==> config.mk <==
export PLATFORM = sky130hd
export DESIGN_NAME = two_level_priority_queue_top
export DESIGN_NICKNAME = d
export VERILOG_FILES = /design/src/design/tlpq_pkg.sv /design/src/design/tlpq_slot_ram.sv /design/src/design/tlpq_ctrl.sv /design/src/design/two_level_priority_queue_top.sv
export SDC_FILE = /design/constraint.sdc
export NUM_CORES = 1
export LEC_CHECK = 0
export ABC_AREA = 1
export BUFFER_PORTS_ARGS = -buffer_cell sky130_fd_sc_hd__buf_2
export CAP_MARGIN = 10
export CORE_ASPECT_RATIO = 1.1
export CORE_MARGIN = 2
export CORE_UTILIZATION = 50
export CTS_CLUSTER_DIAMETER = 30
export CTS_CLUSTER_SIZE = 25
export DETAILED_ROUTE_END_ITERATION = 12
export GPL_TIMING_DRIVEN = 1
export PLACE_DENSITY = 0.67
export SLEW_MARGIN = 20
export SYNTH_ARGS = -nofsm -noshare
export SYNTH_HDL_FRONTEND = slang
export SYNTH_SLANG_ARGS = --single-unit
==> constraint.sdc <==
create_clock -name i_clk -period 8.3 [get_ports i_clk]
set_input_delay 0.83 -clock i_clk [delete_from_list [all_inputs] [get_ports i_clk]]
set_output_delay 0.83 -clock i_clk [all_outputs]
set_load 0.01 [all_outputs]
==> src/design/tlpq_pkg.sv <==
// Package for the two-level priority queue: payload structs, codes and constants.
// No dependencies; imported by tlpq_ctrl, two_level_priority_queue_top and the testbench.
`default_nettype none

package tlpq_pkg;

    // Item kinds
    localparam logic [1:0] KIND_ENQ  = 2'd0;
    localparam logic [1:0] KIND_PRIO = 2'd1;
    localparam logic [1:0] KIND_DEQ  = 2'd2;

    // Result status codes
    localparam logic [1:0] STAT_OK    = 2'd0;
    localparam logic [1:0] STAT_EMPTY = 2'd1;
    localparam logic [1:0] STAT_FULL  = 2'd2;

    // Configuration port: byte address width and register word index
    localparam int unsigned APB_AW        = 3;
    localparam logic        REG_THRESHOLD = 1'b0;

    localparam logic signed [31:0] THR_RESET = 32'sd60;

    typedef struct packed {
        logic [1:0]         kind;
        logic signed [31:0] value;
    } t_in_item;

    typedef struct packed {
        logic [1:0]         status;
        logic signed [31:0] removed_value;
        logic [4:0]         occupancy;
    } t_out_item;

    typedef enum logic [2:0] {
        ST_IDLE,
        ST_DEQ,
        ST_SCAN,
        ST_PLACE,
        ST_RESP
    } t_state;

endpackage

`default_nettype wire

==> src/design/tlpq_slot_ram.sv <==
// Slot storage of the queue: one write port, one read port, registered read data.
// Depends on nothing; instantiated by two_level_priority_queue_top.
`default_nettype none

module tlpq_slot_ram #(
    parameter int unsigned DEPTH = 16,
    parameter int unsigned AW    = 4
) (
    input  wire                      i_clk,
    input  wire                      i_we,
    input  wire  [AW-1:0]            i_waddr,
    input  wire  signed [31:0]       i_wdata,
    input  wire                      i_re,
    input  wire  [AW-1:0]            i_raddr,
    output logic signed [31:0]       o_rdata
);

    logic signed [31:0] r_mem [DEPTH];

    // Write port
    always_ff @(posedge i_clk) begin
        if (i_we) begin
            r_mem[i_waddr] <= i_wdata;
        end
    end

    // Read port, registered
    always_ff @(posedge i_clk) begin
        if (i_re) begin
            o_rdata <= r_mem[i_raddr];
        end
    end

endmodule

`default_nettype wire

==> src/design/tlpq_ctrl.sv <==
// Queue sequencer: circular head pointer and count, scan-and-shift for priority inserts.
// Depends on tlpq_pkg; drives the ports of tlpq_slot_ram.
`default_nettype none

module tlpq_ctrl
    import tlpq_pkg::*;
#(
    parameter int unsigned DEPTH = 16,
    parameter int unsigned AW    = 4,
    parameter int unsigned CW    = 5
) (
    input  wire                  i_clk,
    input  wire                  i_rst_n,
    input  wire                  i_in_valid,
    output logic                 o_in_stall,
    input  t_in_item             i_in,
    input  wire  signed [31:0]   i_thr,
    output logic                 o_res_valid,
    input  wire                  i_res_take,
    output t_out_item            o_res,
    output logic                 o_we,
    output logic [AW-1:0]        o_waddr,
    output logic signed [31:0]   o_wdata,
    output logic                 o_re,
    output logic [AW-1:0]        o_raddr,
    input  wire  signed [31:0]   i_rdata
);

    localparam logic [AW-1:0] LAST_SLOT = AW'(DEPTH - 1);
    localparam logic [CW-1:0] FULL_CNT  = CW'(DEPTH);

    t_state             r_state, n_state;
    logic [AW-1:0]      r_head, n_head;
    logic [CW-1:0]      r_count, n_count;
    logic [AW-1:0]      r_prev, n_prev;
    logic [AW-1:0]      r_cur, n_cur;
    logic [CW-1:0]      r_idx, n_idx;
    logic signed [31:0] r_val, n_val;
    t_out_item          r_res, n_res;

    logic [AW-1:0] head_inc, head_dec, cur_inc, tail;
    logic [AW:0]   tail_sum;
    logic [CW-1:0] cnt_inc, cnt_dec;
    logic          full, empty, in_high, rd_high, last;

    // Pointer arithmetic, wrapping at DEPTH
    always_comb begin
        head_inc = (r_head == LAST_SLOT) ? '0 : r_head + AW'(1);
        head_dec = (r_head == '0) ? LAST_SLOT : r_head - AW'(1);
        cur_inc  = (r_cur == LAST_SLOT) ? '0 : r_cur + AW'(1);
        tail_sum = (AW+1)'(r_head) + (AW+1)'(r_count);
        tail     = (tail_sum >= (AW+1)'(DEPTH)) ? AW'(tail_sum - (AW+1)'(DEPTH))
                                                : AW'(tail_sum);
        cnt_inc  = r_count + CW'(1);
        cnt_dec  = r_count - CW'(1);
        full     = (r_count == FULL_CNT);
        empty    = (r_count == '0);
        in_high  = (i_in.value >= i_thr);
        rd_high  = (i_rdata >= i_thr);
        last     = ((r_idx + CW'(1)) == r_count);
    end

    // State and datapath registers
    always_ff @(posedge i_clk) begin
        if (!i_rst_n) begin
            r_state <= ST_IDLE;
            r_head  <= '0;
            r_count <= '0;
        end else begin
            r_state <= n_state;
            r_head  <= n_head;
            r_count <= n_count;
        end
    end

    always_ff @(posedge i_clk) begin
        r_prev <= n_prev;
        r_cur  <= n_cur;
        r_idx  <= n_idx;
        r_val  <= n_val;
        r_res  <= n_res;
    end

    // Next state, memory accesses and result
    always_comb begin
        n_state = r_state;
        n_head  = r_head;
        n_count = r_count;
        n_prev  = r_prev;
        n_cur   = r_cur;
        n_idx   = r_idx;
        n_val   = r_val;
        n_res   = r_res;
        o_we    = 1'b0;
        o_waddr = r_prev;
        o_wdata = r_val;
        o_re    = 1'b0;
        o_raddr = r_cur;

        unique case (r_state)
            ST_IDLE: begin
                if (i_in_valid) begin
                    n_val             = i_in.value;
                    n_res.status      = STAT_OK;
                    n_res.removed_value = '0;
                    n_res.occupancy   = 5'(r_count);
                    n_state           = ST_RESP;
                    if (i_in.kind == KIND_ENQ || i_in.kind == KIND_PRIO) begin
                        if (full) begin
                            n_res.status = STAT_FULL;
                        end else if (i_in.kind == KIND_PRIO && in_high) begin
                            if (empty) begin
                                // sole entry: grow at the head
                                o_we            = 1'b1;
                                o_waddr         = head_dec;
                                o_wdata         = i_in.value;
                                n_head          = head_dec;
                                n_count         = cnt_inc;
                                n_res.occupancy = 5'(cnt_inc);
                            end else begin
                                // start scanning the leading high run
                                o_re    = 1'b1;
                                o_raddr = r_head;
                                n_prev  = head_dec;
                                n_cur   = r_head;
                                n_idx   = '0;
                                n_state = ST_SCAN;
                            end
                        end else begin
                            // append at the tail
                            o_we            = 1'b1;
                            o_waddr         = tail;
                            o_wdata         = i_in.value;
                            n_count         = cnt_inc;
                            n_res.occupancy = 5'(cnt_inc);
                        end
                    end else if (i_in.kind == KIND_DEQ) begin
                        if (empty) begin
                            n_res.status = STAT_EMPTY;
                        end else begin
                            o_re    = 1'b1;
                            o_raddr = r_head;
                            n_state = ST_DEQ;
                        end
                    end
                end
            end
            ST_DEQ: begin
                // head data is back: pop it
                n_res.removed_value = i_rdata;
                n_head              = head_inc;
                n_count             = cnt_dec;
                n_res.occupancy     = 5'(cnt_dec);
                n_state             = ST_RESP;
            end
            ST_SCAN: begin
                o_we    = 1'b1;
                o_waddr = r_prev;
                if (rd_high) begin
                    // move this high entry one slot toward the head
                    o_wdata = i_rdata;
                    n_prev  = r_cur;
                    if (last) begin
                        n_state = ST_PLACE;
                    end else begin
                        o_re    = 1'b1;
                        o_raddr = cur_inc;
                        n_cur   = cur_inc;
                        n_idx   = r_idx + CW'(1);
                    end
                end else begin
                    // first low entry: new value goes just before it
                    o_wdata         = r_val;
                    n_head          = head_dec;
                    n_count         = cnt_inc;
                    n_res.occupancy = 5'(cnt_inc);
                    n_state         = ST_RESP;
                end
            end
            ST_PLACE: begin
                // whole queue was high: new value goes last
                o_we            = 1'b1;
                o_waddr         = r_prev;
                o_wdata         = r_val;
                n_head          = head_dec;
                n_count         = cnt_inc;
                n_res.occupancy = 5'(cnt_inc);
                n_state         = ST_RESP;
            end
            ST_RESP: begin
                if (i_res_take) begin
                    n_state = ST_IDLE;
                end
            end
            default: begin
                n_state = ST_IDLE;
            end
        endcase
    end

    assign o_in_stall  = (r_state != ST_IDLE);
    assign o_res_valid = (r_state == ST_RESP);
    assign o_res       = r_res;

endmodule

`default_nettype wire

==> src/design/two_level_priority_queue_top.sv <==
// Top level of the two-level priority queue: threshold register, output register, assertions.
// Depends on tlpq_pkg, tlpq_slot_ram and tlpq_ctrl.
//
//  channel   | signals                                   | direction
//  ----------+-------------------------------------------+----------
//  input     | i_in_valid, o_in_stall, i_in (t_in_item)  | in
//  output    | o_out_valid, i_out_stall, o_out           | out
//  config    | psel, penable, pwrite, paddr, pwdata,     | APB
//            | prdata, pready                            |
//
// One item at a time. A priority enqueue of a high value into a non-empty queue that is not
// full scans the leading high run, reading one slot per cycle; other items do not scan.
// Reset (synchronous, active low) empties the queue and sets the threshold to 60;
// slot contents are not cleared. A stalled result stays in the output register
// while the next item is accepted and worked on.
`default_nettype none

module two_level_priority_queue_top
    import tlpq_pkg::*;
#(
    parameter int unsigned QUEUE_DEPTH = 16
) (
    input  wire                 i_clk,
    input  wire                 i_rst_n,
    input  wire                 i_in_valid,
    output logic                o_in_stall,
    input  t_in_item            i_in,
    output logic                o_out_valid,
    input  wire                 i_out_stall,
    output t_out_item           o_out,
    input  wire                 psel,
    input  wire                 penable,
    input  wire                 pwrite,
    input  wire  [APB_AW-1:0]   paddr,
    input  wire  [31:0]         pwdata,
    output logic [31:0]         prdata,
    output logic                pready
);

    localparam int unsigned AW = $clog2(QUEUE_DEPTH);
    localparam int unsigned CW = $clog2(QUEUE_DEPTH + 1);

    logic signed [31:0] r_thr;
    logic               r_out_valid;
    t_out_item          r_out;
    logic               res_valid, res_take;
    t_out_item          res;
    logic               ram_we, ram_re;
    logic [AW-1:0]      ram_waddr, ram_raddr;
    logic signed [31:0] ram_wdata, ram_rdata;

    // Threshold register
    always_ff @(posedge i_clk) begin
        if (!i_rst_n) begin
            r_thr <= THR_RESET;
        end else if (psel && penable && pwrite && paddr[APB_AW-1:2] == REG_THRESHOLD) begin
            r_thr <= pwdata;
        end
    end

    assign pready = 1'b1;
    assign prdata = (paddr[APB_AW-1:2] == REG_THRESHOLD) ? r_thr : '0;

    tlpq_slot_ram #(
        .DEPTH (QUEUE_DEPTH),
        .AW    (AW)
    ) u_ram (
        .i_clk   (i_clk),
        .i_we    (ram_we),
        .i_waddr (ram_waddr),
        .i_wdata (ram_wdata),
        .i_re    (ram_re),
        .i_raddr (ram_raddr),
        .o_rdata (ram_rdata)
    );

    tlpq_ctrl #(
        .DEPTH (QUEUE_DEPTH),
        .AW    (AW),
        .CW    (CW)
    ) u_ctrl (
        .i_clk       (i_clk),
        .i_rst_n     (i_rst_n),
        .i_in_valid  (i_in_valid),
        .o_in_stall  (o_in_stall),
        .i_in        (i_in),
        .i_thr       (r_thr),
        .o_res_valid (res_valid),
        .i_res_take  (res_take),
        .o_res       (res),
        .o_we        (ram_we),
        .o_waddr     (ram_waddr),
        .o_wdata     (ram_wdata),
        .o_re        (ram_re),
        .o_raddr     (ram_raddr),
        .i_rdata     (ram_rdata)
    );

    // Output register: load when empty or when its transfer completes
    assign res_take = res_valid && (!r_out_valid || !i_out_stall);

    always_ff @(posedge i_clk) begin
        if (!i_rst_n) begin
            r_out_valid <= 1'b0;
        end else if (res_take) begin
            r_out_valid <= 1'b1;
        end else if (!i_out_stall) begin
            r_out_valid <= 1'b0;
        end
    end

    always_ff @(posedge i_clk) begin
        if (res_take) begin
            r_out <= res;
        end
    end

    assign o_out_valid = r_out_valid;
    assign o_out       = r_out;

`ifndef SYNTHESIS
    // A rejected enqueue reports a full queue
    a_full_occ: assert property (@(posedge i_clk) disable iff (!i_rst_n)
        (o_out_valid && o_out.status == STAT_FULL) |-> (o_out.occupancy == 5'(QUEUE_DEPTH)))
        else $error("full status with wrong occupancy");

    // A failed dequeue reports an empty queue
    a_empty_occ: assert property (@(posedge i_clk) disable iff (!i_rst_n)
        (o_out_valid && o_out.status == STAT_EMPTY) |-> (o_out.occupancy == 5'd0))
        else $error("empty status with nonzero occupancy");

    // Only a successful dequeue carries a removed value
    a_removed_zero: assert property (@(posedge i_clk) disable iff (!i_rst_n)
        (o_out_valid && o_out.status != STAT_OK) |-> (o_out.removed_value == 32'sd0))
        else $error("removed value on a failed item");

    // An accepted item stalls the input in the cycle after its transfer
    a_one_at_a_time: assert property (@(posedge i_clk) disable iff (!i_rst_n)
        (i_in_valid && !o_in_stall) |=> o_in_stall)
        else $error("input not held off after a transfer");
`endif

endmodule

`default_nettype wire

## Yosys cells after proc, flatten, opt, wreduce, memory -nomap -nowiden

Memory sizes are Yosys's and may differ from the RTL's. A register that Yosys moved wholly into a read port is not among the register bits.
Index checks and enable logic that the tools add are counted.

- $lt $le $gt $ge: 3
- Equal/unequal tests: 22
- Multiplexer cells: 96
- Reduce and logical (&&, ||, !) cells: 27
- Add/subtract/negate cells: 8
- Bitwise operators: 1

Operators by type and width:

| operator | count |
|---|---|
| 32-bit 2-to-1 mux | 7 |
| 4-bit 2-to-1 mux | 32 |
| 32-bit case mux with 2 select lines | 2 |
| 5-bit 2-to-1 mux | 13 |
| 32-bit >= comparator | 2 |
| 5-bit case mux with 4 select lines | 2 |
| 37-bit 2-to-1 mux | 1 |
| 3-bit 2-to-1 mux | 10 |
| 4-bit case mux with 2 select lines | 3 |
| 1-bit 2-to-1 mux | 18 |
| 4-bit case mux with 4 select lines | 1 |
| 7-bit AND reduction | 2 |
| 2-bit by 1-bit inequality test with 1-bit output, second input constant | 6 |
| 3-bit case mux with 4 select lines | 1 |
| 5-bit by 1-bit adder with 5-bit output, second input constant | 2 |
| 2-bit inequality test, second input constant | 5 |
| 5-bit case mux with 2 select lines | 1 |
| 3-bit AND reduction | 3 |
| 4-bit by 1-bit adder with 4-bit output, second input constant | 2 |
| 4-bit == test, second input constant | 2 |
| 8-bit AND reduction | 1 |
| 4-bit by 1-bit subtractor with 4-bit output, second input constant | 2 |
| 3-bit by 2-bit == test with 1-bit output, second input constant | 2 |
| 2-bit 2-to-1 mux | 3 |
| 24 further kinds | 34 |

- Word-level logic and storage cells: 173
- Memories: 1
- Register bits after elaboration: 168
- Memory bits (writable): 512
- Input port bits: 76

Memories:

| name | words | bits a word | rd ports | clocked after Yosys merged registers in | wr ports | line | source |
|---|---|---|---|---|---|---|---|
| u_ram.r_mem | 16 | 32 | 1 | 1 | 1 | tlpq_slot_ram.sv:18 | `logic signed [31:0] r_mem [DEPTH];` |

## Logic depth before layout (Yosys ltp)

- Depth after elaboration: 9
- Depth in mapped cells: 30
- Gate-level depth less buffers: 28

## Cells and area by module

Synthesis repeated with hierarchy kept, for this count alone.

- Cells, all modules: 3458
- Area total of the unflattened synthesis: 33667.3 um^2

By module, submodules not included:

| module | sequential area each (um^2) | area each (um^2) | cells each | instances |
|---|---|---|---|---|
| tlpq_slot_ram | 16335.7 | 23065.9 | 2122 | 1 |
| tlpq_ctrl | 2762.6 | 7714.9 | 1017 | 1 |
| two_level_priority_queue_top | 1831.8 | 2886.5 | 319 | 1 |

## Worst setup path after synthesis

No wires, ideal clock.

- Path type: flip-flop to flip-flop
- From: register u_ctrl.r_state[0]
- To: memory u_ram.r_mem[0][0] (enable)
- Setup slack: 3.538 ns
- Path buffers: 0
- Cell stages (with the launch flop): 14
- Required time: 7.879 ns
- Arrival time: 4.341 ns
- Cells stage by stage: dfxtp_1 -> nor2_2 -> inv_1 -> nor2_4 -> inv_1 -> nor2_2 -> inv_1 -> nor2_1 -> o211ai_1 -> o21ai_0 -> inv_1 -> nor2_1 -> nand2_1 -> nor2_1

- Cells in the longest elaborated chain, start to end: 5

Ends and longest elaborated chain:

| element | line | source |
|---|---|---|
| start, declared | tlpq_ctrl.sv:32 | `t_state r_state, n_state;` |
| start signal, assigned | tlpq_ctrl.sv:70 | `r_state <= n_state;` |
| 3-bit by 2-bit == test with 1-bit output | tlpq_ctrl.sv:100 | `unique case (r_state)` |
| 2-bit OR reduction (no line) | -- |  |
| 1-bit case mux with 2 select lines | tlpq_ctrl.sv:100 |  |
| 1-bit 2-to-1 mux | tlpq_slot_ram.sv:22 | `if (i_we) begin` |
| 1-bit 2-to-1 mux (implied by the code) | tlpq_slot_ram.sv:23 | `r_mem[i_waddr] <= i_wdata;` |
| end, declared | tlpq_slot_ram.sv:18 |  |

Parallel ways exist; a longest one is shown, timed or not.

## Worst setup path after layout

- From: register u_ctrl.r_state[0]
- To: register u_ram.o_rdata[1] (read register of u_ram.r_mem) (data pin)

- Cells in the longest elaborated chain, start to end: 2

Ends and longest elaborated chain:

| element | line | source |
|---|---|---|
| 3-bit by 2-bit == test with 1-bit output or 3-bit logical NOT (tied branches) | tlpq_ctrl.sv:100 |  |
| 4-bit case mux with 2 select lines or 1-bit case mux with 2 select lines (tied branches) | tlpq_ctrl.sv:100 |  |
| end, declared | tlpq_slot_ram.sv:15 | `output logic signed [31:0] o_rdata` |

Parallel ways exist; a longest one is shown, timed or not.
A chain may end at the register's enable or synchronous reset.

==> impl_metrics.toml <==
[synth]
synth_edf_count = 667
syn_inst = 2868
synth_seq_area_share = 0.663
synth_top_cell_area_share = 0.635
yosys.cell_types.count = 50
yosysWarnings = 0
synthArstFlopShare = 0
synth_nets = 3019
synthFlopType = "edfxtp_1"
synth_largest_area_cell = "edfxtp_1"
synth.area.top_cells = "edfxtp_1 (63%), nand3_1 (11%), nand2_1 (7.0%)"
netlist_area_um2 = 31600
ys_ff_latch = 712
syn_area_per_cell_um2 = 11.0

[timing]
fin_crit_sh = 0.651
finalSetupTns_ns = 0
tightest_slew_ns = 1.14
rsz0062_at_grt = "no"
finalCriticalPeriod_ns = 5.40
slew_headroom = 0.237
final_max_slew_viol_count = 0
hold_viol_final = 0
clock_skew_ns = 0.0266
timing.fmax_mhz = 185
finalSetupViolCount = 0

[global_route]
grt_pass1_vias = 22500
grt_max_degree = 152
grt_pass1_wl_um = 127000
grt.total_usage = 0.256
overflow = 0
antenna_found_initial = 5

[min_path]
holdPathStages = 1
hold_class = "in -> reg"
min_to = "u_ctrl.r_val[26]"
hold_start = "i_in[26]"

[drt]
wire_per_inst_um = 21.0
drt-total-wl_um = 83600
vias = 23100
ant_nets = 0
drt_iter0_drc = 2501
drtPass1Iterations = 10
via_per_inst = 5.80
drcViolationCount = 0

[power]
ir_drop_mv = 0.450
power_density_nw_per_um2 = 458
p_leak_nw = 14.4

[cts]
insertion_delay_ns = 0.71
cts_root_buffer = "clkbuf_16"
clk_pin_slew_ns = 0.05
cts_resized = 0
clock_sinks = 712
post_cts_buffers = 0
cts_hold_buf = 0
cts_tree = "yes"
cts_htree_levels = 4
cts.path.max_buffers = 3
numCtsBuffers = 131

[placement]
place_inst = 3723
place_congestion = 0.906
dpl.hpwl_um = 46900
port_buffers = 146

[setup_path]
endpoint_kind = "flop"
critPathMaxFanout = 92
r2r-end = "u_ram.o_rdata[1]"
r2r-start = "u_ctrl.r_state[0]"
required_ns = 8.82
reg2reg_setup_slack_ns = 2.90
arrival_ns = 5.92
worst_setup_path_start_kind = "flop"
path_class = "reg -> reg"
ff2ff_path_depth = 18

[run_status]
status = "finished, final reports clean"

[job]
cap_violations = 0

[die]
floorplan.die_area_um2 = 65100
ioPinCount = 150
fp.dieH_um = 267
start_util = 0.505
core_um2 = 62500
row_count = 96
die_w_um = 244

[finish]
final_cells = 3988
n_fill_cell = 4843
nets = 3194
synthToLayoutAreaGrowth_pct = 19.3
finish.utilization = 0.603
drive_gt1_frac = 0.150
registers in the layout, indices dropped and copies added (netlist names):
signal / cells
u_ram.r_mem: 512
o_out: 39
u_ctrl.o_res: 39
r_thr: 32
u_ctrl.r_val: 32
u_ram.o_rdata: 32
u_ctrl.r_count: 5
u_ctrl.r_idx: 5
u_ctrl.r_cur: 4
u_ctrl.r_head: 4
u_ctrl.r_prev: 4
u_ctrl.r_state: 3
o_out_valid: 1
power breakdown:
group | switching (mW) | internal, mW
Sequential | 0.261 | 5.26
Combinational | 4.73 | 1.74
Clock | 1.81 | 3.45
Total | 6.80 | 10.4
routing by layer:
| layer | up-vias | GRT usage | routed length (um) |
|---|---|---|---|
| li1 | 10600 | - | - |
| met1 | 11100 | 0.337 | 33400 |
| met2 | 1176 | 0.415 | 39900 |
| met3 | 192 | 0.0540 | 7700 |
| met4 | 0 | 0.106 | 2570 |
| met5 | - | 0 | 0 |
worst max path at each step:
stage / endpoint / depth (start not counted) / startpoint / slack [ns]
2_1_floorplan: u_ram.r_mem[0][0] / 13 / u_ctrl.r_state[0] / 3.54
3_3_place_gp: u_ram.o_rdata[12] / 23 / i_in[31] / 2.66
3_5_place_dp: u_ram.r_mem[7][1] / 16 / i_in[31] / 2.55
4_1_cts: u_ram.o_rdata[1] / 21 / u_ram.o_rdata[31] / 2.93
5_1_grt: u_ram.o_rdata[1] / 18 / u_ctrl.r_state[0] / 2.43
6_report: u_ram.o_rdata[1] / 18 / u_ctrl.r_state[0] / 2.90
worst max-delay path, stage by stage (launching register included):
cell and delay (ns):
dfxtp_1 0.34, nor2_2 0.30, inv_1 0.14, nor2_4 0.63, inv_1 0.33, nor2_4 0.14
buf_4 0.47, nand2_1 0.12, inv_1 0.07, nand2_1 0.08, nand2_4 0.11, buf_4 0.70
buf_4 0.94, nand3_1 0.20, nand3_1 0.18, nand3_1 0.09, nand2_1 0.08, nand2_1 0.05
nand2_1 0.21
layout make-up:
type | instances | area, um^2 | area share
Timing Repair Buffer | 216 | 1280 | 0.0339
Antenna cell | 4 | 10.0 | 0.000266
Clock inverter | 80 | 926 | 0.0246
Inverter | 142 | 534 | 0.0142
Multi-Input combinational cell | 1840 | 9430 | 0.250
Sequential cell | 712 | 20900 | 0.556
Tap cell | 833 | 1040 | 0.0277
Clock buffer | 161 | 3520 | 0.0934
Yosys cell counts, types with 2 or more instances:
master    instances
inv_1           135
a22oi_1          32
o21ai_0         103
buf_2            68
o21ai_1           7
nand2_1         592
buf_1             3
inv_2             6
dfxtp_1          45
o21a_1            5
xnor2_1           4
nand3_2           3
xor2_1           12
edfxtp_1        667
nor3_1            3
nor2_4            2
a211oi_1          4
clkbuf_1         72
and3_1            2
a31oi_1           3
o211ai_1         44
ha_1             74
nor4_1            2
nor2_2            3
nand4_1          11
buf_4            29
nor2_1          161
buf_6             2
or2_2             3
a21oi_1          86
nand3_1         665
o21bai_1          2
logic make-up (layout without fill, tap and decap cells):
| kind of cell | after synthesis | count (layout) | share of synthesized area |
|---|---|---|---|
| AND/OR/NAND/NOR | 1452 | 1452 | 0.203 |
| adder cells (fa/ha/maj) | 75 | 75 | 0.0300 |
| buffers and inverters | 316 | 599 | 0.0442 |
| other | 1 | 5 | 0.000119 |
| AO/OA/AOI/OAI | 296 | 296 | 0.0552 |
| XOR/XNOR | 16 | 16 | 0.00444 |
| flip-flops | 712 | 712 | 0.663 |
stage by stage:
| stage | hold WS, ns | setup slack [ns] | total power, mW | instance area, um^2 |
|---|---|---|---|---|
| after CTS | 0.310 | 2.93 | 17.1 | 37500 |
| after global placement | 0.401 | 2.66 | 11.6 | 33000 |
| final | 0.357 | 2.90 | 17.2 | 37700 |
| after floorplan | 0.400 | 3.54 | 9.86 | 31600 |
| after global routing | 0.331 | 2.43 | 18.2 | 37700 |
| after detailed placement | 0.405 | 2.55 | 11.8 | 33100 |
cell usage in the layout (no fill, tap or decap), drive strengths merged, types with 33 or more instances in the layout:
| cell type | instances |
|---|---|
| buf | 198 |
| nand3 | 668 |
| dfxtp | 45 |
| a22oi | 33 |
| nor2 | 166 |
| nand2 | 593 |
| clkbuf | 179 |
| o211ai | 44 |
| edfxtp | 667 |
| clkinv | 38 |
| o21ai | 111 |
| a21oi | 86 |
| inv | 155 |
| ha | 74 |
Note: power is estimated with default switching activity, not from simulation.
